File: config.mk
export PLATFORM = sky130hd
export DESIGN_NAME = risd_classify
export DESIGN_NICKNAME = d
export VERILOG_FILES = /design/src/hdl/risd_pkg.sv /design/src/hdl/risd_classify.sv
export SDC_FILE = /design/constraint.sdc
export NUM_CORES = 1
export LEC_CHECK = 0
export ABC_CLOCK_PERIOD_IN_PS = 5800
export BUFFER_PORTS_ARGS = -buffer_cell sky130_fd_sc_hd__buf_2
export CORE_UTILIZATION = 59
export DETAILED_ROUTE_END_ITERATION = 8
export GPL_TIMING_DRIVEN = 0
export PLACE_DENSITY = 0.95
export SETUP_SLACK_MARGIN = 0.15
export SLEW_MARGIN = 20
export SYNTH_ARGS = -nofsm -noshare
export SYNTH_HDL_FRONTEND = slang
export SYNTH_SLANG_ARGS = --single-unit
File: constraint.sdc
create_clock -name clk_i -period 5.8 [get_ports clk_i]
set_input_delay 1.45 -clock clk_i [delete_from_list [all_inputs] [get_ports clk_i]]
set_output_delay 1.45 -clock clk_i [all_outputs]
set_load 0.02 [all_outputs]
File: src/hdl/risd_pkg.sv
// Package for the ray segment inverse distance core.
// Holds the widths shared by every module, the latency and the control struct.
package risd_pkg;

  // Coordinate width of every input field and fraction width of the result.
  localparam int COORD_BITS = 16;
  localparam int FRAC_BITS  = 16;

  // A product of two coordinates, and a difference of two products.
  localparam int PROD_W  = 2 * COORD_BITS;
  localparam int CROSS_W = 2 * COORD_BITS + 1;

  // The denominator |dd| + |rn| reaches 2^(2*COORD_BITS), so it needs one bit more.
  localparam int DEN_W = 2 * COORD_BITS + 1;

  // The quotient holds 1.0 exactly, so it is one bit wider than the fraction.
  localparam int QUOT_W     = FRAC_BITS + 1;
  localparam int DIV_STAGES = FRAC_BITS + 1;

  // Products, cross products, sign fold and hit test, divider, output register.
  localparam int LATENCY = 4 + DIV_STAGES + 1;

  // Control that travels with each item down the pipeline.
  typedef struct packed {
    logic valid;
    logic hit;
  } risd_ctl_t;

endpackage

File: src/hdl/risd_classify.sv
// Two pipeline stages: fold the sign of the determinant, then test for a hit
// and form the divider operands. Depends on risd_pkg.
module risd_classify import risd_pkg::*; (
  input  logic                      clk_i,
  input  logic                      rst_ni,
  input  logic                      valid_i,
  input  logic signed [CROSS_W-1:0] dd_i,
  input  logic signed [CROSS_W-1:0] sn_i,
  input  logic signed [CROSS_W-1:0] rn_i,
  output risd_ctl_t                 ctl_o,
  output logic [DEN_W-1:0]          num_o,
  output logic [DEN_W-1:0]          den_o
);

  logic                      fold_valid_q;
  logic signed [CROSS_W-1:0] dd_q, sn_q, rn_q;
  logic signed [CROSS_W-1:0] dd_d, sn_d, rn_d;
  risd_ctl_t                 ctl_q, ctl_d;
  logic [DEN_W-1:0]          num_q, den_q, num_d, den_d;

  // Negate all three when the determinant is negative, so that dd >= 0.
  always_comb begin
    if (dd_i[CROSS_W-1]) begin
      dd_d = -dd_i;
      sn_d = -sn_i;
      rn_d = -rn_i;
    end else begin
      dd_d = dd_i;
      sn_d = sn_i;
      rn_d = rn_i;
    end
  end

  // Hit needs a nonzero determinant, 0 <= sn <= dd and rn >= 0.
  always_comb begin
    ctl_d.valid = fold_valid_q;
    ctl_d.hit   = (dd_q != '0) && !sn_q[CROSS_W-1] && (sn_q <= dd_q) && !rn_q[CROSS_W-1];
    num_d       = $unsigned(dd_q);
    den_d       = $unsigned(dd_q) + $unsigned(rn_q);
  end

  // Control registers of both stages.
  always_ff @(posedge clk_i or negedge rst_ni) begin
    if (!rst_ni) begin
      fold_valid_q <= 1'b0;
      ctl_q        <= '0;
    end else begin
      fold_valid_q <= valid_i;
      ctl_q        <= ctl_d;
    end
  end

  // Data registers of both stages.
  always_ff @(posedge clk_i) begin
    dd_q  <= dd_d;
    sn_q  <= sn_d;
    rn_q  <= rn_d;
    num_q <= num_d;
    den_q <= den_d;
  end

  assign ctl_o = ctl_q;
  assign num_o = num_q;
  assign den_o = den_q;

endmodule

After elaboration in Yosys (flattened, before gate mapping)
Cells that the tools add are included.

Memory bits (read-only): 0. Word-level logic and storage cells: 23. Bits in registers: 168. Memories kept: 0. Memory bits (writable): 0. Bits in latches: 0. Output and inout port bits: 68.

Div/mod/pow operators: 0. Shifts and indexed selects: 0. Bitwise gates (word level): 0. Eq/ne operators: 0. $lt $le $gt $ge: 1. $add $sub $neg: 4. $mul: 0. Reductions and logical operators: 6. Muxes and demuxes: 3.

Operators with widths (count): negator 33 bit (3); two-way mux 33 bit (2); adder 33 bit (1); less-or-equal comparator 33 bit (1); nonzero test 33 bit (1); two-way mux 32 bit (1); logical AND 1 bit (3); logical NOT 1 bit (2).

Depth between registers and ports, before layout
Depth after elaboration: 4. Gate-level depth with buffers: 9.

Least setup slack after synthesis
No wires, ideal clock.

Path type: input-to-reg. Start point: in rn_i[10]. End point: reg rn_q[30]. Data required time: 5.728 ns. Path slack: 2.070 ns. Data arrival time: 3.658 ns. Stages on the path: 7. Library setup time: 0.072 ns. Cell sequence: or4_1 nor4_1 or3b_1 or3_4 or3_4 o31ai_4 xnor2_1.

Word-level cells in the longest chain between the ends: 2.

RTL lines: from (decl) (RTL line risd_classify.sv:9) `input logic signed [CROSS_W-1:0] rn_i,`; negator 33 bit (RTL line risd_classify.sv:26) `rn_d = -rn_i;`; two-way mux 33 bit (RTL line risd_classify.sv:23) `if (dd_i[CROSS_W-1]) begin`; named net rn_d[30] (RTL line risd_classify.sv:17) `logic signed [CROSS_W-1:0] dd_d, sn_d, rn_d;`; to (signal assigned) (RTL line risd_classify.sv:57) `rn_q <= rn_d;`; to (decl) (RTL line risd_classify.sv:16) `logic signed [CROSS_W-1:0] dd_q, sn_q, rn_q;`.

The timed path passes the listed nets, and every way through them passes these cells. A chain may end at the register's enable or synchronous reset.

Worst setup path in the final report
Start point: in rn_i[10]. End point: reg rn_q[32].

The elaborated chain is that of the path after synthesis.

==> impl_results.md <==
- Status: finished, final reports clean
- Max FO, Critical Path: 5
- Crit. path cell count: 8
- PnR worst setup slack: 2.127 ns
- CP dominant cell by count: or3_4
- Final Wtd Congestion: 0.9338
- GRT overflow: 0
- Hold path cells: 0
- PostCTS Resize Cnt: 0
- Worst setup SP type: input port
- Slowest-stage cell, CP: or4_1
- ANT cells: 0
- Yosys reg bits: 168
- Pleak: 4.199 nW
- Core area: 0.01277 mm^2
- DRC viols: 0
- Synth Flop Type: dfxtp_1
- Crit path time final: 3.673 ns
- Yosys top cell area share: 0.4211
- Critical path data arrival time: 4.02 ns
- Max Clk Rate: 272.2 MHz
- Horiz. Die Dim: 117.3 um
- Setup-failing EPs final: 0
- Clock slew at reported path FFs: 0.06 ns
- Setup TNS: 0 ns
- Clk_skew: 0.007116 ns
- Initial antenna violation count: 1
- Nets: 1159
- I/O pin cnt: 170
- Warnings from Yosys: 0
- Final Cycle Share: 0.6334
- Postcts setup bufs: 0
- Initial Util: 0.6141
- Post-synthesis compound-gate area fraction: 0.1729
- FF-to-FF End: den_o[28]
- Hold Crit Start: fold_valid_q
- Post-synthesis sequential area ratio: 0.4307
- DRT iter0 DRCs: 863
- Largest delay share family, worst path: simple AND/OR/NAND/NOR gates
- Hold-fix buffers, CTS: 0
- Fill cell count: 844
- WP data required: 6.15 ns
- Max-slew violation count: 0
- Syn nets: 972
- First-pass GRT wire length: 33.53 mm
- Adder-Cell Fraction of Synth Area: 0.1110
- Mean Syn Cell Area: 9.792 um^2
- Pwr Density: 374.9 mW/mm^2
- Synth Instances: 801
- Hold Path End: ctl_o[1]
- Simple-Gate Fraction of Synth Area: 0.1184
- Largest net degree at the start of global routing: 17
- Area Growth Syn to Fin: 21.23%
- R2R Setup Slk: 2.52 ns
- Wire per inst: 18.11 um
- Register area: 0.003378 mm^2
- Main combinational cell family by area after synthesis: compound AO/OA/AOI/OAI gates
- Asr flop ratio synth: 0.01786
- CP bufs+invs: 1
- Crit end category: flop
- DRT Wirelength: 21.25 mm
- Core Util, Final: 0.7444
- R2R Path Start: dd_q[0]
- Vias: 6920
- Synth cell types: 49
- Post-DP HPWL: 15.58 mm
- Setup CP Type: in2reg
- Die area: 0.01376 mm^2
- EDFF count, synth: 0
- Die Y: 117.3 um
- Leading area contributor after synthesis: dfxtp_1
- RSZ-0062 raised after global routing: no
- First-pass detailed-route iteration total: 7
- Clock Path Buffers: 2
- Port Buffers: 168
- Antenna-violating nets left: 0
- Post-Synth XOR/XNOR Area: 0.1373
- Vias per cell: 5.899
- Sink Count: 168
- Slew headroom: 0.5134
- Root buffer cell: clkbuf_16
- Worst-case vdd ir drop: 221.4 uV
- Number of global-route vias before repair: 6822
- Final hold vios: 0
- Area contributors post-synth: dfxtp_1 (42%), xnor2_1 (12%), ha_1 (11%)
- Worst-Margin Slew: 0.7299 ns
- Commonest non-fill, non-tap cell in the layout: buf_2
- Footprint of the multi-input gates: 0.004233 mm^2
- Clock latency on the worst-skew pair: 0.43 ns
- Share of cells above drive strength 1: 0.2038
- GRT Resource Usage Total: 0.3122
- Syn Std Cell Area: 0.007844 mm^2
- Hold Path Class: reg2reg
- Most frequent cells in the layout: buf_2 (168), dfxtp_1 (165), xnor2_1 (111)
- Critical-path cell list: buf_2 -> or4_1 -> nor4_1 -> or3b_1 -> or3_4 -> or3_4 -> o21ai_1 -> xnor2_1
- Clock tree from TritonCTS: done
- Max incr delay on CP: 0.61 ns
- H-tree level count: 4
- Inserted Clock Buffers: 17
- Pre-CTS WS: 1.733 ns
- Post-synthesis mux area share: 0
- Num rows: 41
- Max-capacitance violation count: 0
- Reg2reg path depth: 9
[state kept, by name, summed over array words and instances, names as in the netlist]
register,flops
den_o,33
sn_q,33
rn_q,33
num_o,33
fold_valid_q,1
ctl_o,2
dd_q,33
[how the worst max path moves through the flow]
stage	startpoint	end	slack (ns)
6_report	rn_i[10]	rn_q[32]	2.13
5_1_grt	rn_i[10]	rn_q[32]	2.03
4_1_cts	rn_i[10]	rn_q[32]	2.14
3_5_place_dp	rn_i[10]	rn_q[32]	1.73
3_3_place_gp	rn_i[10]	rn_q[30]	1.81
2_1_floorplan	rn_i[10]	rn_q[30]	2.07
[cell families after synthesis]
logic type / Yosys count
AOI/OAI and AO/OA: 207
xor gates and xnor gates: 123
adders and majority gates: 69
buffers and inverters: 62
DFF: 168
and+or+nand+nor: 172
[synthesized netlist by cell type (3+ instances only)]
| library cell | number |
|---|---|
| a211o_1 | 3 |
| a211oi_1 | 5 |
| a21boi_0 | 3 |
| a21o_1 | 22 |
| a21oi_1 | 44 |
| a31oi_1 | 6 |
| a41oi_1 | 3 |
| and2_1 | 3 |
| clkbuf_1 | 17 |
| dfrtp_1 | 3 |
| dfxtp_1 | 165 |
| ha_1 | 68 |
| inv_1 | 45 |
| nand2_1 | 52 |
| nand2b_1 | 5 |
| nand3_1 | 12 |
| nand4_1 | 14 |
| nor2_1 | 22 |
| nor2b_1 | 4 |
| nor3_1 | 4 |
| nor4_1 | 13 |
| o211ai_1 | 5 |
| o21a_1 | 4 |
| o21ai_0 | 54 |
| o21bai_1 | 6 |
| o31ai_1 | 24 |
| o41ai_1 | 19 |
| or3_1 | 10 |
| or4_1 | 16 |
| xnor2_1 | 111 |
| xor2_1 | 12 |
[routing by layer]
layer / share of wire / vias to the layer above / GRT usage
met1: 0.39 / 3131 / 0.3592
li1: - / 3255 / -
met3: 0.076 / 111 / 0.06518
met4: 0.054 / 0 / 0.2062
met5: 0 / - / 0
met2: 0.48 / 423 / 0.5237
[layout make-up]
class | count | area share
clock buffers | 24 | 0.05171
clock inverters | 8 | 0.01237
plain buffers | 17 | 0.006711
multi-input cells | 571 | 0.4451
well taps | 172 | 0.02263
flip-flops and latches | 168 | 0.3553
repair buffers | 168 | 0.08842
inverters | 45 | 0.01776
[metrics by stage]
step | hold WS (ns) | power [mW] | std cells | cell area, um^2
6_report | 0.3679 | 3.565 | 1173 | 9509
5_1_grt | 0.3851 | 3.718 | 1173 | 9509
4_1_cts | 0.3707 | 3.549 | 1173 | 9509
3_5_place_dp | 0.3582 | 2.401 | 1141 | 8900
3_3_place_gp | 0.3354 | 2.372 | 1141 | 8900
2_1_floorplan | 0.3312 | 2.084 | 801 | 7844
[report_power, final]
group	leakage, nW	internal [mW]	switching (mW)
Combinational	2.47	0.380	0.588
Clock	0.300	0.720	0.433
Sequential	1.43	1.36	0.0882
Power figures use the tool's default switching activity.
