[config.mk]
export PLATFORM = sky130hd
export DESIGN_NAME = risd_cross
export DESIGN_NICKNAME = d
export VERILOG_FILES = /design/src/hdl/risd_pkg.sv /design/src/hdl/risd_cross.sv
export SDC_FILE = /design/constraint.sdc
export NUM_CORES = 2
export LEC_CHECK = 0
export ABC_AREA = 1
export BUFFER_PORTS_ARGS = -buffer_cell sky130_fd_sc_hd__buf_2
export CAP_MARGIN = 20
export CORE_MARGIN = 4
export CORE_UTILIZATION = 45
export CTS_CLUSTER_SIZE = 25
export DETAILED_ROUTE_END_ITERATION = 8
export SETUP_SLACK_MARGIN = 0.5
export SLEW_MARGIN = 10
export SYNTH_ARGS = -nofsm -noshare
export SYNTH_HDL_FRONTEND = slang
export SYNTH_SLANG_ARGS = --single-unit
export TNS_END_PERCENT = 100
[constraint.sdc]
create_clock -name clk_i -period 2.06 [get_ports clk_i]
set_input_delay 0.103 -clock clk_i [delete_from_list [all_inputs] [get_ports clk_i]]
set_output_delay 0.103 -clock clk_i [all_outputs]
set_load 0.005 [all_outputs]
[src/hdl/risd_pkg.sv]
// Package for the ray segment inverse distance core.
// Holds the widths shared by every module, the latency and the control struct.
package risd_pkg;

  // Coordinate width of every input field and fraction width of the result.
  localparam int COORD_BITS = 16;
  localparam int FRAC_BITS  = 16;

  // A product of two coordinates, and a difference of two products.
  localparam int PROD_W  = 2 * COORD_BITS;
  localparam int CROSS_W = 2 * COORD_BITS + 1;

  // The denominator |dd| + |rn| reaches 2^(2*COORD_BITS), so it needs one bit more.
  localparam int DEN_W = 2 * COORD_BITS + 1;

  // The quotient holds 1.0 exactly, so it is one bit wider than the fraction.
  localparam int QUOT_W     = FRAC_BITS + 1;
  localparam int DIV_STAGES = FRAC_BITS + 1;

  // Products, cross products, sign fold and hit test, divider, output register.
  localparam int LATENCY = 4 + DIV_STAGES + 1;

  // Control that travels with each item down the pipeline.
  typedef struct packed {
    logic valid;
    logic hit;
  } risd_ctl_t;

endpackage

[src/hdl/risd_cross.sv]
// Two pipeline stages: six coordinate products, then the three cross products.
// Depends on risd_pkg for the widths.
module risd_cross import risd_pkg::*; (
  input  logic                       clk_i,
  input  logic                       rst_ni,
  input  logic                       valid_i,
  input  logic signed [COORD_BITS-1:0] offset_x_i,
  input  logic signed [COORD_BITS-1:0] offset_y_i,
  input  logic signed [COORD_BITS-1:0] segment_dx_i,
  input  logic signed [COORD_BITS-1:0] segment_dy_i,
  input  logic signed [COORD_BITS-1:0] ray_dx_i,
  input  logic signed [COORD_BITS-1:0] ray_dy_i,
  output logic                       valid_o,
  output logic signed [CROSS_W-1:0]  dd_o,
  output logic signed [CROSS_W-1:0]  sn_o,
  output logic signed [CROSS_W-1:0]  rn_o
);

  logic                      prod_valid_q;
  logic signed [PROD_W-1:0]  rx_sy_q, ry_sx_q, rx_oy_q, ry_ox_q, sx_oy_q, sy_ox_q;
  logic signed [PROD_W-1:0]  rx_sy_d, ry_sx_d, rx_oy_d, ry_ox_d, sx_oy_d, sy_ox_d;
  logic                      cross_valid_q;
  logic signed [CROSS_W-1:0] dd_q, sn_q, rn_q;
  logic signed [CROSS_W-1:0] dd_d, sn_d, rn_d;

  // First stage: the six products, each operand sign extended to full width.
  always_comb begin
    rx_sy_d = PROD_W'(ray_dx_i) * PROD_W'(segment_dy_i);
    ry_sx_d = PROD_W'(ray_dy_i) * PROD_W'(segment_dx_i);
    rx_oy_d = PROD_W'(ray_dx_i) * PROD_W'(offset_y_i);
    ry_ox_d = PROD_W'(ray_dy_i) * PROD_W'(offset_x_i);
    sx_oy_d = PROD_W'(segment_dx_i) * PROD_W'(offset_y_i);
    sy_ox_d = PROD_W'(segment_dy_i) * PROD_W'(offset_x_i);
  end

  // Second stage: the determinant and the two numerators.
  always_comb begin
    dd_d = CROSS_W'(rx_sy_q) - CROSS_W'(ry_sx_q);
    sn_d = CROSS_W'(rx_oy_q) - CROSS_W'(ry_ox_q);
    rn_d = CROSS_W'(sx_oy_q) - CROSS_W'(sy_ox_q);
  end

  // Valid bits of both stages.
  always_ff @(posedge clk_i or negedge rst_ni) begin
    if (!rst_ni) begin
      prod_valid_q  <= 1'b0;
      cross_valid_q <= 1'b0;
    end else begin
      prod_valid_q  <= valid_i;
      cross_valid_q <= prod_valid_q;
    end
  end

  // Data registers of both stages.
  always_ff @(posedge clk_i) begin
    rx_sy_q <= rx_sy_d;
    ry_sx_q <= ry_sx_d;
    rx_oy_q <= rx_oy_d;
    ry_ox_q <= ry_ox_d;
    sx_oy_q <= sx_oy_d;
    sy_ox_q <= sy_ox_d;
    dd_q    <= dd_d;
    sn_q    <= sn_d;
    rn_q    <= rn_d;
  end

  assign valid_o = cross_valid_q;
  assign dd_o    = dd_q;
  assign sn_o    = sn_q;
  assign rn_o    = rn_q;

endmodule

# --- Word level (Yosys, flattened, before mapping) ---
# Index checks and enable logic that the tools add are counted.
word_totals:
  in_bits: 99
  word_cells: 20
  out_inout_bits: 100
  reg_bits: 293
classes:
  add_sub_neg: 3
  mul: 6
ops:
  columns: ["cell", "n"]
  rows:
  - ["multiplier 16 x 16 -> 32 bit", 6]
  - ["subtractor 32 x 32 -> 33 bit", 3]

# --- Longest topological paths before layout ---
depth:
  word_depth: 1
  mapped_depth: 27
  mapped_depth_nobuf: 26

# --- Worst setup path before layout ---
# No wires, ideal clock.
synth_timing:
  path_type: "input -> register"
  startpoint: "input segment_dx_i[15]"
  endpoint: "register sx_oy_q[31]"
  setup_ps: 113
  slack_ps: -3243
  arrival_ps: 5190
  cell_stages: 22
  cell_sequence: "clkbuf_1 > buf_1 > nand2_1 > inv_1 > fa_1 > fa_1 > fa_1 > fa_1 > fa_1 > inv_1 > fa_1 > inv_1 > ha_1 > nand2_1 > nor2_1 > inv_1 > nor3_1 > nand2_1 > inv_1 > nor2_1 > nand2_1 > nand2_1"
synth_via:
  elab_chain_len: 1
synth_lines:
  columns: ["item", "line_no", "text"]
  rows:
  - ["from (decl)", "risd_cross.sv:9", "input logic signed [COORD_BITS-1:0] segment_dx_i,"]
  - ["multiplier 16 x 16 -> 32 bit", "risd_cross.sv:32", "sx_oy_d = PROD_W'(segment_dx_i) * PROD_W'(offset_y_i);"]
  - ["net sx_oy_d[31]", "risd_cross.sv:21", "logic signed [PROD_W-1:0] rx_sy_d, ry_sx_d, rx_oy_d, ry_ox_d, sx_oy_d, sy_ox_d;"]
  - ["to (signal assigned)", "risd_cross.sv:60", "sx_oy_q <= sx_oy_d;"]
  - ["to (decl)", "risd_cross.sv:20", "logic signed [PROD_W-1:0] rx_sy_q, ry_sx_q, rx_oy_q, ry_ox_q, sx_oy_q, sy_ox_q;"]
# The timed path passes the listed nets, and every way through them passes these cells.

# --- Worst setup path after layout ---
layout_timing:
  startpoint: "input offset_y_i[6]"
  endpoint: "register sx_oy_q[20]"
layout_via:
  elab_chain_len: 1
layout_lines:
  columns: ["item", "line_no", "text"]
  rows:
  - ["from (decl)", "risd_cross.sv:8", "input logic signed [COORD_BITS-1:0] offset_y_i,"]
  - ["multiplier 16 x 16 -> 32 bit", "risd_cross.sv:32", null]
  - ["net sx_oy_d[20]", "risd_cross.sv:21", null]
# The timed path passes the listed nets, and every way through them passes these cells.

==> impl_metrics.ini <==
[cts]
clkSinkCount = 293
numCtsBuffers = 44
root_buffer = clkbuf_16
path_clk_slew_ns = 0.06
clk_latency_ns = 0.66
cts_tree = yes
cts.htree.levels = 2
cts_buffer_depth = 3

[placement]
dp_slack_ns = -3.42
dp.cells = 13900
gp_congestion = 0.944
hpwl_um = 216000
io_buffers = 198

[worst_setup_path]
crit_fanout = 8
critPathMaxStageDelay_ns = 0.56
endpoint = sx_oy_q[20]$_DFF_P_
reg2reg_setup_slack_ns = -0.02
cpLargestDelayFamily = adder cells
path_common_cell = fa_1
r2r_cells = 12
cp_num_buf_inv = 11
r2r_start = sy_ox_q[2]$_DFF_P_
startpoint_type = primary input
r2r-end = rn_o[27]$_DFF_P_
critPathSlowestCell = fa_1
cp.arrival_ns = 5.12
cp_num_cells = 25
startpoint = offset_y_i[6]
cp-end-kind = register
crit_type = in2reg
cp.required_ns = 2.60

[detailed_routing]
num_vias = 69000
drt_iter0_markers = 4141
wire_per_inst_um = 18.2
drcViolationCount = 2
avgViaCountPerCell = 4.86
final_antenna_net_count = 0
wl_um = 259000
firstDrtPassIters = 9

[sta]
maxSlewViolCount = 0
tightest_slew_ns = 0.598
slew_headroom_pct = 60.1
fmax_mhz = 218
setup_viol = 170
period_needed_ns = 4.58
final_hold_viol_count = 0
post-route-period-util_pct = 222
finalWorstSetupSlack_ns = -2.52
rsz0062_at_grt = true
finalClockSkew_ns = 0.0432

[logic_synthesis]
synth_compound_area_share_pct = 2.53
yosys_warnings = 0
yosys.area_share.xor_xnor_pct = 1.79
synth_top_area_share_pct = 40.5
syn_inst = 10600
ys_seq_elements = 293
synth_ff_type = dfxtp_1
yosysSeqAreaShare_pct = 7.55
synth_nets = 12800
synthMuxAreaShare_pct = 0
synth_edf_count = 0
synth.avg_cell_area_sq_um = 7.37
synthSimpleGateAreaFrac_pct = 21.1
synth_top_family_by_area = adder cells
yosys.area_share.adder_pct = 50.0
synthTopCellsByArea = fa_1 (41%), inv_1 (16%), nand2_1 (15%)
synth_cell_types = 32
netlist_area_sq_um = 77800
synthArstFlopShare_pct = 0.683
synth_top_area_cell = fa_1

[floorplanning]
die_y_um = 424
core_area_sq_um = 172000
die_area_sq_um = 180000
pin_count = 199
row_count = 152
die_w_um = 424
initial_core_util_pct = 45.3

[finish]
drive_above_1_share_pct = 25.4
post-route-util_pct = 59.7
final_nets = 14100
stdcell_count = 14200
area_growth_pct = 31.8

[global_routing]
first_global_vias = 72800
grt_usage_pct = 28.8
grt_pass1_wl_um = 404000
grt_overflow_total = 0
grt_max_degree = 32
antenna_found_initial = 21

[outcome]
violations = DRC, setup timing
outcome = finished with violations

[job]
cap_violations = 0

[min_path]
min_from = offset_y_i[0]
hold_class = in2reg
==> state kept, by name, summed over array words and instances (netlist names) <==
register      cells
rx_sy_q          32
ry_sx_q          32
valid_o           1
prod_valid_q      1
rn_o             33
sn_o             33
sx_oy_q          32
sy_ox_q          32
rx_oy_q          32
ry_ox_q          32
dd_o             33
==> synth_stat cells, drive strengths merged, types with 4 or more instances <==
library cell and n:
nand3 305, nor4 12, ha 588, dfxtp 291
nor2 424, a21oi 216, buf 4, nor3 66
nand3b 15, xnor2 13, o21ai 76, a21o 6
and2 11, inv 3241, nand2 3108, xor2 146
clkbuf 284, fa 1575, a31oi 6, o21bai 53
or2 15, nand4 99
==> per-layer routing <==
| layer | wire length, um | up-vias | global-route usage, % |
|---|---|---|---|
| met5 | 27 | - | 0 |
| met4 | 14400 | 4 | 12.9 |
| met3 | 14400 | 567 | 3.70 |
| met2 | 125000 | 1949 | 49.2 |
| met1 | 105000 | 33900 | 36.7 |
| li1 | - | 32500 | - |
==> final cells by class <==
| cell class | count | area [sq um] |
|---|---|---|
| Clock buffer | 54 | 1180 |
| Clock inverter | 27 | 357 |
| Tap cell | 2310 | 2890 |
| Inverter | 3241 | 12200 |
| Antenna cell | 13 | 32.5 |
| Fill cell | 15600 | 69200 |
| Timing Repair Buffer | 1527 | 14500 |
| Sequential cell | 293 | 5880 |
| Multi-Input combinational cell | 6738 | 65500 |
==> cell usage in the layout, fill, tap and decap left out, types with 193 or more instances in the layout <==
cell | netlist | layout
nand2_2 | 34 | 193
inv_1 | 3235 | 2969
buf_4 | 0 | 1073
nand2_1 | 3074 | 2753
ha_4 | 0 | 202
inv_2 | 6 | 258
dfxtp_1 | 291 | 291
fa_1 | 1575 | 1451
nand3_1 | 294 | 218
nor2_1 | 377 | 261
ha_1 | 588 | 360
==> worst register-to-register path: cells and delay by family (launching register included) <==
kind | cells | cell delay, ns
fa+ha+maj | 1 | 0.40
flops | 1 | 0.29
simple gates | 10 | 0.97
buf+inv | 1 | 0.31
==> what timing repair did <==
| item | CTS | global route |
|---|---|---|
| hold buffers | 5 | 0 |
| gates cloned | 24 | 6 |
| endpoints found under the setup margin | 254 | 255 |
| hold endpoints to repair | 5 | 0 |
| buffers inserted | 124 | 50 |
| gates resized for setup | 731 | 307 |
| pin swaps | 324 | 214 |
==> how the worst min path moves through the flow <==
| stage | to | slack (ns) | cells after the start |
|---|---|---|---|
| after floorplan | prod_valid_q$_DFF_PN0_ | -0.19 | 0 |
| after global placement | prod_valid_q$_DFF_PN0_ | -0.11 | 1 |
| after detailed placement | valid_o$_DFF_PN0_ | -0.11 | 1 |
| after CTS | rx_oy_q[0]$_DFF_P_ | 0.008 | 4 |
| after global routing | rx_oy_q[0]$_DFF_P_ | 0.03 | 4 |
| final | rx_oy_q[0]$_DFF_P_ | 0.06 | 4 |
==> logic make-up (layout without fill, tap and decap cells) <==
kind of cell / Yosys count / count (layout)
xor+xnor: 159 / 159
fa+ha+maj: 2163 / 2163
buf+inv: 3529 / 4849
compound gates: 361 / 361
other cells: 0 / 13
flops: 293 / 293
simple gates: 4055 / 4055
==> per-stage QoR <==
step	cell area, sq um	hold WS [ns]	setup TNS, ns
floorplan	84500	-0.193	-352.58
global placement	95000	-0.113	-487.07
detailed placement	95000	-0.112	-490.81
CTS	101000	0.00813	-338.12
global route	103000	0.0299	-373.88
finish	103000	0.0572	-347.62
Power is left out: the tool's default activity adds up to more than one toggle a clock period on the data nets, which glitch-free logic cannot reach.
