--- src/hdl/risd_pkg.sv ---
// Package for the ray segment inverse distance core.
// Holds the widths shared by every module, the latency and the control struct.
package risd_pkg;

  // Coordinate width of every input field and fraction width of the result.
  localparam int COORD_BITS = 16;
  localparam int FRAC_BITS  = 16;

  // A product of two coordinates, and a difference of two products.
  localparam int PROD_W  = 2 * COORD_BITS;
  localparam int CROSS_W = 2 * COORD_BITS + 1;

  // The denominator |dd| + |rn| reaches 2^(2*COORD_BITS), so it needs one bit more.
  localparam int DEN_W = 2 * COORD_BITS + 1;

  // The quotient holds 1.0 exactly, so it is one bit wider than the fraction.
  localparam int QUOT_W     = FRAC_BITS + 1;
  localparam int DIV_STAGES = FRAC_BITS + 1;

  // Products, cross products, sign fold and hit test, divider, output register.
  localparam int LATENCY = 4 + DIV_STAGES + 1;

  // Control that travels with each item down the pipeline.
  typedef struct packed {
    logic valid;
    logic hit;
  } risd_ctl_t;

endpackage

--- src/hdl/risd_divider.sv ---
// Pipelined restoring divider: one quotient bit per stage, giving
// floor(num * 2^FRAC_BITS / den) for num <= den. Depends on risd_pkg.
module risd_divider import risd_pkg::*; (
  input  logic             clk_i,
  input  logic             rst_ni,
  input  risd_ctl_t        ctl_i,
  input  logic [DEN_W-1:0] num_i,
  input  logic [DEN_W-1:0] den_i,
  output risd_ctl_t        ctl_o,
  output logic [QUOT_W-1:0] quot_o
);

  risd_ctl_t         ctl_q  [DIV_STAGES];
  logic [DEN_W-1:0]  rem_q  [DIV_STAGES];
  logic [DEN_W-1:0]  den_q  [DIV_STAGES];
  logic [QUOT_W-1:0] quot_q [DIV_STAGES];

  for (genvar k = 0; k < DIV_STAGES; k++) begin : g_stage
    logic [DEN_W:0]    trial;
    logic              ge;
    logic [QUOT_W-1:0] quot_prev;
    logic [DEN_W-1:0]  den_in;
    risd_ctl_t         ctl_in;
    logic [DEN_W-1:0]  rem_d;
    logic [QUOT_W-1:0] quot_d;

    // Select the operands: the first stage takes the numerator unshifted.
    if (k == 0) begin : g_first
      always_comb begin
        trial     = {1'b0, num_i};
        quot_prev = '0;
        den_in    = den_i;
        ctl_in    = ctl_i;
      end
    end else begin : g_next
      always_comb begin
        trial     = {rem_q[k-1], 1'b0};
        quot_prev = quot_q[k-1];
        den_in    = den_q[k-1];
        ctl_in    = ctl_q[k-1];
      end
    end

    // Compare and subtract for one quotient bit.
    always_comb begin
      ge     = (trial >= {1'b0, den_in});
      rem_d  = DEN_W'(ge ? (trial - {1'b0, den_in}) : trial);
      quot_d = {quot_prev[QUOT_W-2:0], ge};
    end

    always_ff @(posedge clk_i or negedge rst_ni) begin
      if (!rst_ni) begin
        ctl_q[k] <= '0;
      end else begin
        ctl_q[k] <= ctl_in;
      end
    end

    always_ff @(posedge clk_i) begin
      rem_q[k]  <= rem_d;
      den_q[k]  <= den_in;
      quot_q[k] <= quot_d;
    end
  end

  assign ctl_o  = ctl_q[DIV_STAGES-1];
  assign quot_o = quot_q[DIV_STAGES-1];

`ifndef SYNTHESIS
  // A hit guarantees the numerator does not exceed the denominator.
  a_num_le_den: assert property (@(posedge clk_i) disable iff (!rst_ni)
    ctl_i.valid && ctl_i.hit |-> num_i <= den_i)
    else $error("divider operand: numerator above denominator on a hit");

  // The remainder is below the divisor at the last stage.
  a_rem_below_den: assert property (@(posedge clk_i) disable iff (!rst_ni)
    ctl_o.valid && ctl_o.hit |-> rem_q[DIV_STAGES-1] < den_q[DIV_STAGES-1])
    else $error("divider remainder not below divisor");

  // A quotient of one has no fraction bits.
  a_quot_max: assert property (@(posedge clk_i) disable iff (!rst_ni)
    ctl_o.valid && ctl_o.hit && quot_o[QUOT_W-1] |-> quot_o[QUOT_W-2:0] == '0)
    else $error("divider quotient above one");
`endif

endmodule

--- config.mk ---
export PLATFORM = sky130hd
export DESIGN_NAME = risd_divider
export DESIGN_NICKNAME = d
export VERILOG_FILES = /design/src/hdl/risd_pkg.sv /design/src/hdl/risd_divider.sv
export SDC_FILE = /design/constraint.sdc
export NUM_CORES = 2
export LEC_CHECK = 0
export BUFFER_PORTS_ARGS = -buffer_cell sky130_fd_sc_hd__buf_2
export CORE_MARGIN = 10
export CORE_UTILIZATION = 64
export CTS_CLUSTER_DIAMETER = 60
export CTS_CLUSTER_SIZE = 30
export DETAILED_ROUTE_END_ITERATION = 16
export GPL_ROUTABILITY_DRIVEN = 1
export PLACE_DENSITY = 0.81
export SLEW_MARGIN = 20
export SYNTH_ARGS = -nofsm -noshare
export SYNTH_HDL_FRONTEND = slang
export SYNTH_SLANG_ARGS = --single-unit
--- constraint.sdc ---
create_clock -name clk_i -period 4.64 [get_ports clk_i]
set_input_delay 1.392 -clock clk_i [delete_from_list [all_inputs] [get_ports clk_i]]
set_output_delay 1.392 -clock clk_i [all_outputs]
set_load 0.01 [all_outputs]
Word-level counts from Yosys, hierarchy flattened
Memory sizes are Yosys's and may differ from the RTL's.
Index checks and enable logic that the tools add are counted.
{"block": "classes", "n_lt_le_gt_ge": 17, "n_mux": 17, "bitwise_logic": 0, "n_mul": 0, "reduce_logical": 0, "n_div": 0, "n_eq_ne": 0, "add_sub_neg": 17, "n_shift": 0}
{"op": "33-bit two-way mux", "count": 17}
{"op": "33-bit subtractor", "count": 17}
{"op": "34-bit by 33-bit greater-or-equal comparator with 1-bit output", "count": 16}
{"op": "33-bit greater-or-equal comparator", "count": 1}
{"block": "totals", "wordCells": 88, "in_bits": 70, "output_inout_bits": 19, "ramBits": 1411, "mem_bits_ro": 0, "latchBits": 0, "reg_bits": 34, "mem_count": 3}
{"name": "den_q", "words": 17, "word_bits": 33, "rd": 16, "rd_clocked_by_memory_dff": 0, "wr": 17, "line_no": "risd_divider.sv:15", "source": "logic [DEN_W-1:0] den_q [DIV_STAGES];"}
{"name": "rem_q", "words": 17, "word_bits": 33, "rd": 16, "rd_clocked_by_memory_dff": 0, "wr": 17, "line_no": "risd_divider.sv:14", "source": "logic [DEN_W-1:0] rem_q [DIV_STAGES];"}
{"name": "quot_q", "words": 17, "word_bits": 17, "rd": 17, "rd_clocked_by_memory_dff": 0, "wr": 17, "line_no": "risd_divider.sv:16", "source": "logic [QUOT_W-1:0] quot_q [DIV_STAGES];"}

Depth between registers and ports, before layout
An unclocked memory read counts as a cell.
{"block": "logic_depth", "ltp_word": 3, "depth_mapped": 15, "mapped_depth_nobuf": 13}

Worst setup path before layout
Ideal clock, no wire load.
{"block": "synth_path", "kind": "input port to flip-flop", "from": "input den_i[12]", "to": "memory rem_q[0][19] in the netlist's numbering", "n_path_buf": 2, "setup_ps": 121, "cell_stages": 13, "required_ps": 4519, "setup_slack_ps": 716, "arrival_ps": 3803, "path_cell_list": "inv_1 -> ha_1 -> clkbuf_1 -> nand4_1 -> a211oi_1 -> o41ai_1 -> a21oi_1 -> o21a_1 -> a41oi_1 -> a21oi_1 -> a21bo_2 -> buf_2 -> mux2_2"}
{"element": "start, declared", "line_no": "risd_divider.sv:8", "source": "input logic [DEN_W-1:0] den_i,"}
{"element": "end, declared", "line_no": "risd_divider.sv:14"}

==> flow_metrics.tcl <==
set metrics [dict create \
    synth.cell_area_mm2 0.06077 \
    initial_utilization 0.6482 \
    post_cts.repair.setup_buffers 0 \
    area_growth_pct 8.211 \
    overflow 0 \
    fmax_mhz 245.4 \
    grt_antenna_before_repair 0 \
    synth_warnings 0 \
    routedWlPerCell_um 17.38 \
    endpoint_kind "flip-flop" \
    reg2reg_slack_ps 560 \
    die_height_um 328.1 \
    antenna-diode-count 0 \
    grt_pass1_vias 46760 \
    clock-sinks 1243 \
    cap_viol_max_count 0 \
    final_max_slew_viol_count 0 \
    clk_pin_slew_ps 80 \
    finalSetupTns_ps 0 \
    cp-start-kind "flip-flop" \
    synth.largest_area_cell "dfxtp_1" \
    critPathRequiredTime_ps 5190 \
    ctsResizeCount 0 \
    synth_cell_types 92 \
    cts_tree "done" \
    hold_class "reg2reg" \
    hpwl_um 109200 \
    synth_top_area_share 0.3983 \
    critPathBufInv 2 \
    hold_viol_final 0 \
    criticalPathCategory "reg2reg" \
    clock_tree.htree_level_count 3 \
    vias_per_cell 5.771 \
    io_buffers 88 \
    synth_xor_area_frac 0.06255 \
    synth-simple-area-share 0.1088 \
    ys.flop_type "dfxtp_1" \
    wirelength_um 137900 \
    worst_pin_slew_ps 984.3 \
    dpl_cell_area_mm2 0.06260 \
    status "finished clean" \
    worstHoldPathCells 0 \
    crit_chain "inv_1 > fa_1 > nor2b_1 > o21bai_1 > a31oi_1 > a221o_1 > a21o_1 > a21oi_1 > o21a_1 > o21ai_4 > buf_4 > mux2_2" \
    finalSetupViolCount 0 \
    antenna_left 0 \
    cpLargestDelayFamily "compound AO/OA/AOI/OAI gates" \
    ios 89 \
    min_period_over_period 0.8783 \
    grt_use_total 0.2506 \
    synth_edf_count 0 \
    synth_compound_area_frac 0.1805 \
    numCtsBuffers 87 \
    hold_buffers 0 \
    cpMaxStageDelayCell "o21ai_4" \
    synthArstFlopShare 0.02735 \
    syn_avg_cell_area_um2 9.286 \
    irDropWorstVdd_v 0.0004155 \
    synthAdderAreaFrac 0.1206 \
    synth-seq-area-share 0.4123 \
    dieArea_mm2 0.1077 \
    detail_route.first_pass.iterations 5 \
    cp.arrival_ps 4630 \
    synthMuxAreaShare 0.06070 \
    power.leakage_nw 30.86 \
    die_x_um 328.1 \
    timing.rr.start "rem_q[0][330]" \
    synth_nets 7190 \
    drc_errors 0 \
    crit_fanout 30 \
    drive_gt1_frac 0.09708 \
    fp-row-count 112 \
    clock-root-buffer "clkbuf_16" \
    coreArea_mm2 0.09375 \
    clk_path_buf_depth 3 \
    ys_seq_elements 1243 \
    reg2reg_depth 12 \
    synth_top_family_by_area "compound AO/OA/AOI/OAI gates" \
    place.gp.congestion 0.9815 \
    fin_util 0.7014 \
    whs_endpoint "quot_q[14][1]" \
    slew_headroom 0.3377 \
    grt_pass1_wl_um 223400 \
    clk_latency_ps 680 \
    max_stage_delay_ps 760 \
    grt_max_degree 56 \
    hold_start "quot_q[13][0]" \
    min_period_ps 4075 \
    stdcell_area_mm2 0.06576 \
    power-per-cell-area_mw_per_mm2 794.5 \
    r2r_end "rem_q[0][365]" \
    vias 45810 \
    fin_hold_ws_ps 322.7 \
    drtIter0Drc 2277 \
    nNetsFinal 7257 \
    worst_clock_skew_ps 29.02 \
    fillers 7116 \
    synth.area.top_cells "dfxtp_1 40%, ha_1 12%, mux2_2 5.0%, a21oi_1 4.7%, inv_1 4.4%" \
    rsz0062_at_grt "false" \
    syn_inst 6544 \
]
-- per-stage QoR --
stage               power (mW)  worst slack [ps]  std cells
floorplan                37.53             716.2       6544
global placement         43.03             246.2       7776
finish                   52.24             564.5       7939
detailed placement       43.70             220.9       7776
global route             56.07             412.9       7939
CTS                      52.16             561.3       7939
-- layout make-up --
class,instances,area [um2],share of cell area
inverters,708,2658,0.04041
clock buffers,95,2278,0.03465
clock inverters,68,879.6,0.01338
repair buffers,123,803.3,0.01222
multi-input cells,4448,32520,0.4945
flip-flops and latches,1243,25050,0.3810
well taps,1254,1569,0.02386
-- registers in the layout, indices dropped and copies added (netlist names) --
signal,count
quot_q,153
ctl_q,32
den_q,528
ctl_o,2
rem_q,528
-- layout by cell type (no fill, tap or decap), types with 71 or more instances in the layout --
cell type and n:
dfxtp_1 1209, inv_1 707, a21oi_1 568, ha_1 560
nor2_1 370, o21ai_0 367, nand2_1 366, xnor2_1 271
mux2_2 269, a21o_1 265, xor2_1 163, nand3_1 100
clkbuf_16 88, buf_2 88, nand4_1 82, nor3_1 81
o21bai_1 80, nand2b_1 76, o21a_1 74, a31oi_1 71
-- worst max-delay path by stage --
stage | startpoint | to | slack (ps) | depth (start not counted)
floorplan | den_i[12] | rem_q[0][19] | 720 | 13
global placement | den_i[11] | rem_q[0][6] | 250 | 13
detailed placement | den_i[11] | rem_q[0][4] | 220 | 13
CTS | rem_q[0][330] | rem_q[0][365] | 560 | 12
global route | rem_q[0][330] | rem_q[0][365] | 410 | 12
finish | rem_q[0][330] | rem_q[0][365] | 560 | 12
-- Yosys cell counts (all sizes together) (12+ instances only) --
master     n
and3      52
nor4      25
or3       30
mux2     299
nand2    366
a211o     19
nor3      81
o41ai     12
nand2b    76
a31oi     72
nand4     82
ha       560
o31a      22
nand3    100
a21boi    20
nor2b     70
and4      18
clkbuf    97
o21ai    379
dfrtp     34
a21oi    569
fa        16
o211ai    24
xnor2    271
and2      37
xor2     163
a31o      15
a21o     265
buf       48
or2       26
nor2     371
a211oi    44
o21bai    80
dfxtp   1209
o21a      74
mux2i     22
o31ai     36
inv      708
-- report_power, final --
part           leakage [nW]  internal (mW)  switching, mW
clock network          1.51           4.02           4.21
registers              10.6           14.2           1.72
logic                  18.8           12.9           15.2
-- metal layers --
| layer | global-route usage | share of wire | vias to the layer above |
|---|---|---|---|
| met5 | 0 | 0 | - |
| met4 | 0.1715 | 0.072 | 0 |
| met3 | 0.03076 | 0.032 | 428 |
| met2 | 0.5041 | 0.54 | 1060 |
| met1 | 0.2285 | 0.35 | 21400 |
| li1 | - | - | 22930 |
-- kinds of logic (layout without fill, tap and decap cells) --
kind of cell | Yosys count | after routing
AO/OA/AOI/OAI | 1747 | 1747
AND/OR/NAND/NOR | 1370 | 1370
flip-flops | 1243 | 1243
buffers and inverters | 853 | 994
adder cells (fa/ha/maj) | 576 | 576
XOR/XNOR | 434 | 434
multiplexers | 321 | 321
-- worst reg2reg max path, cell delays in order (launching register included) --
cell	delay [ps]
dfxtp_1	360
inv_1	80
fa_1	470
nor2b_1	170
o21bai_1	100
a31oi_1	320
a221o_1	290
a21o_1	260
a21oi_1	200
o21a_1	290
o21ai_4	760
buf_4	320
mux2_2	350
(Power assumes the default switching activity.)
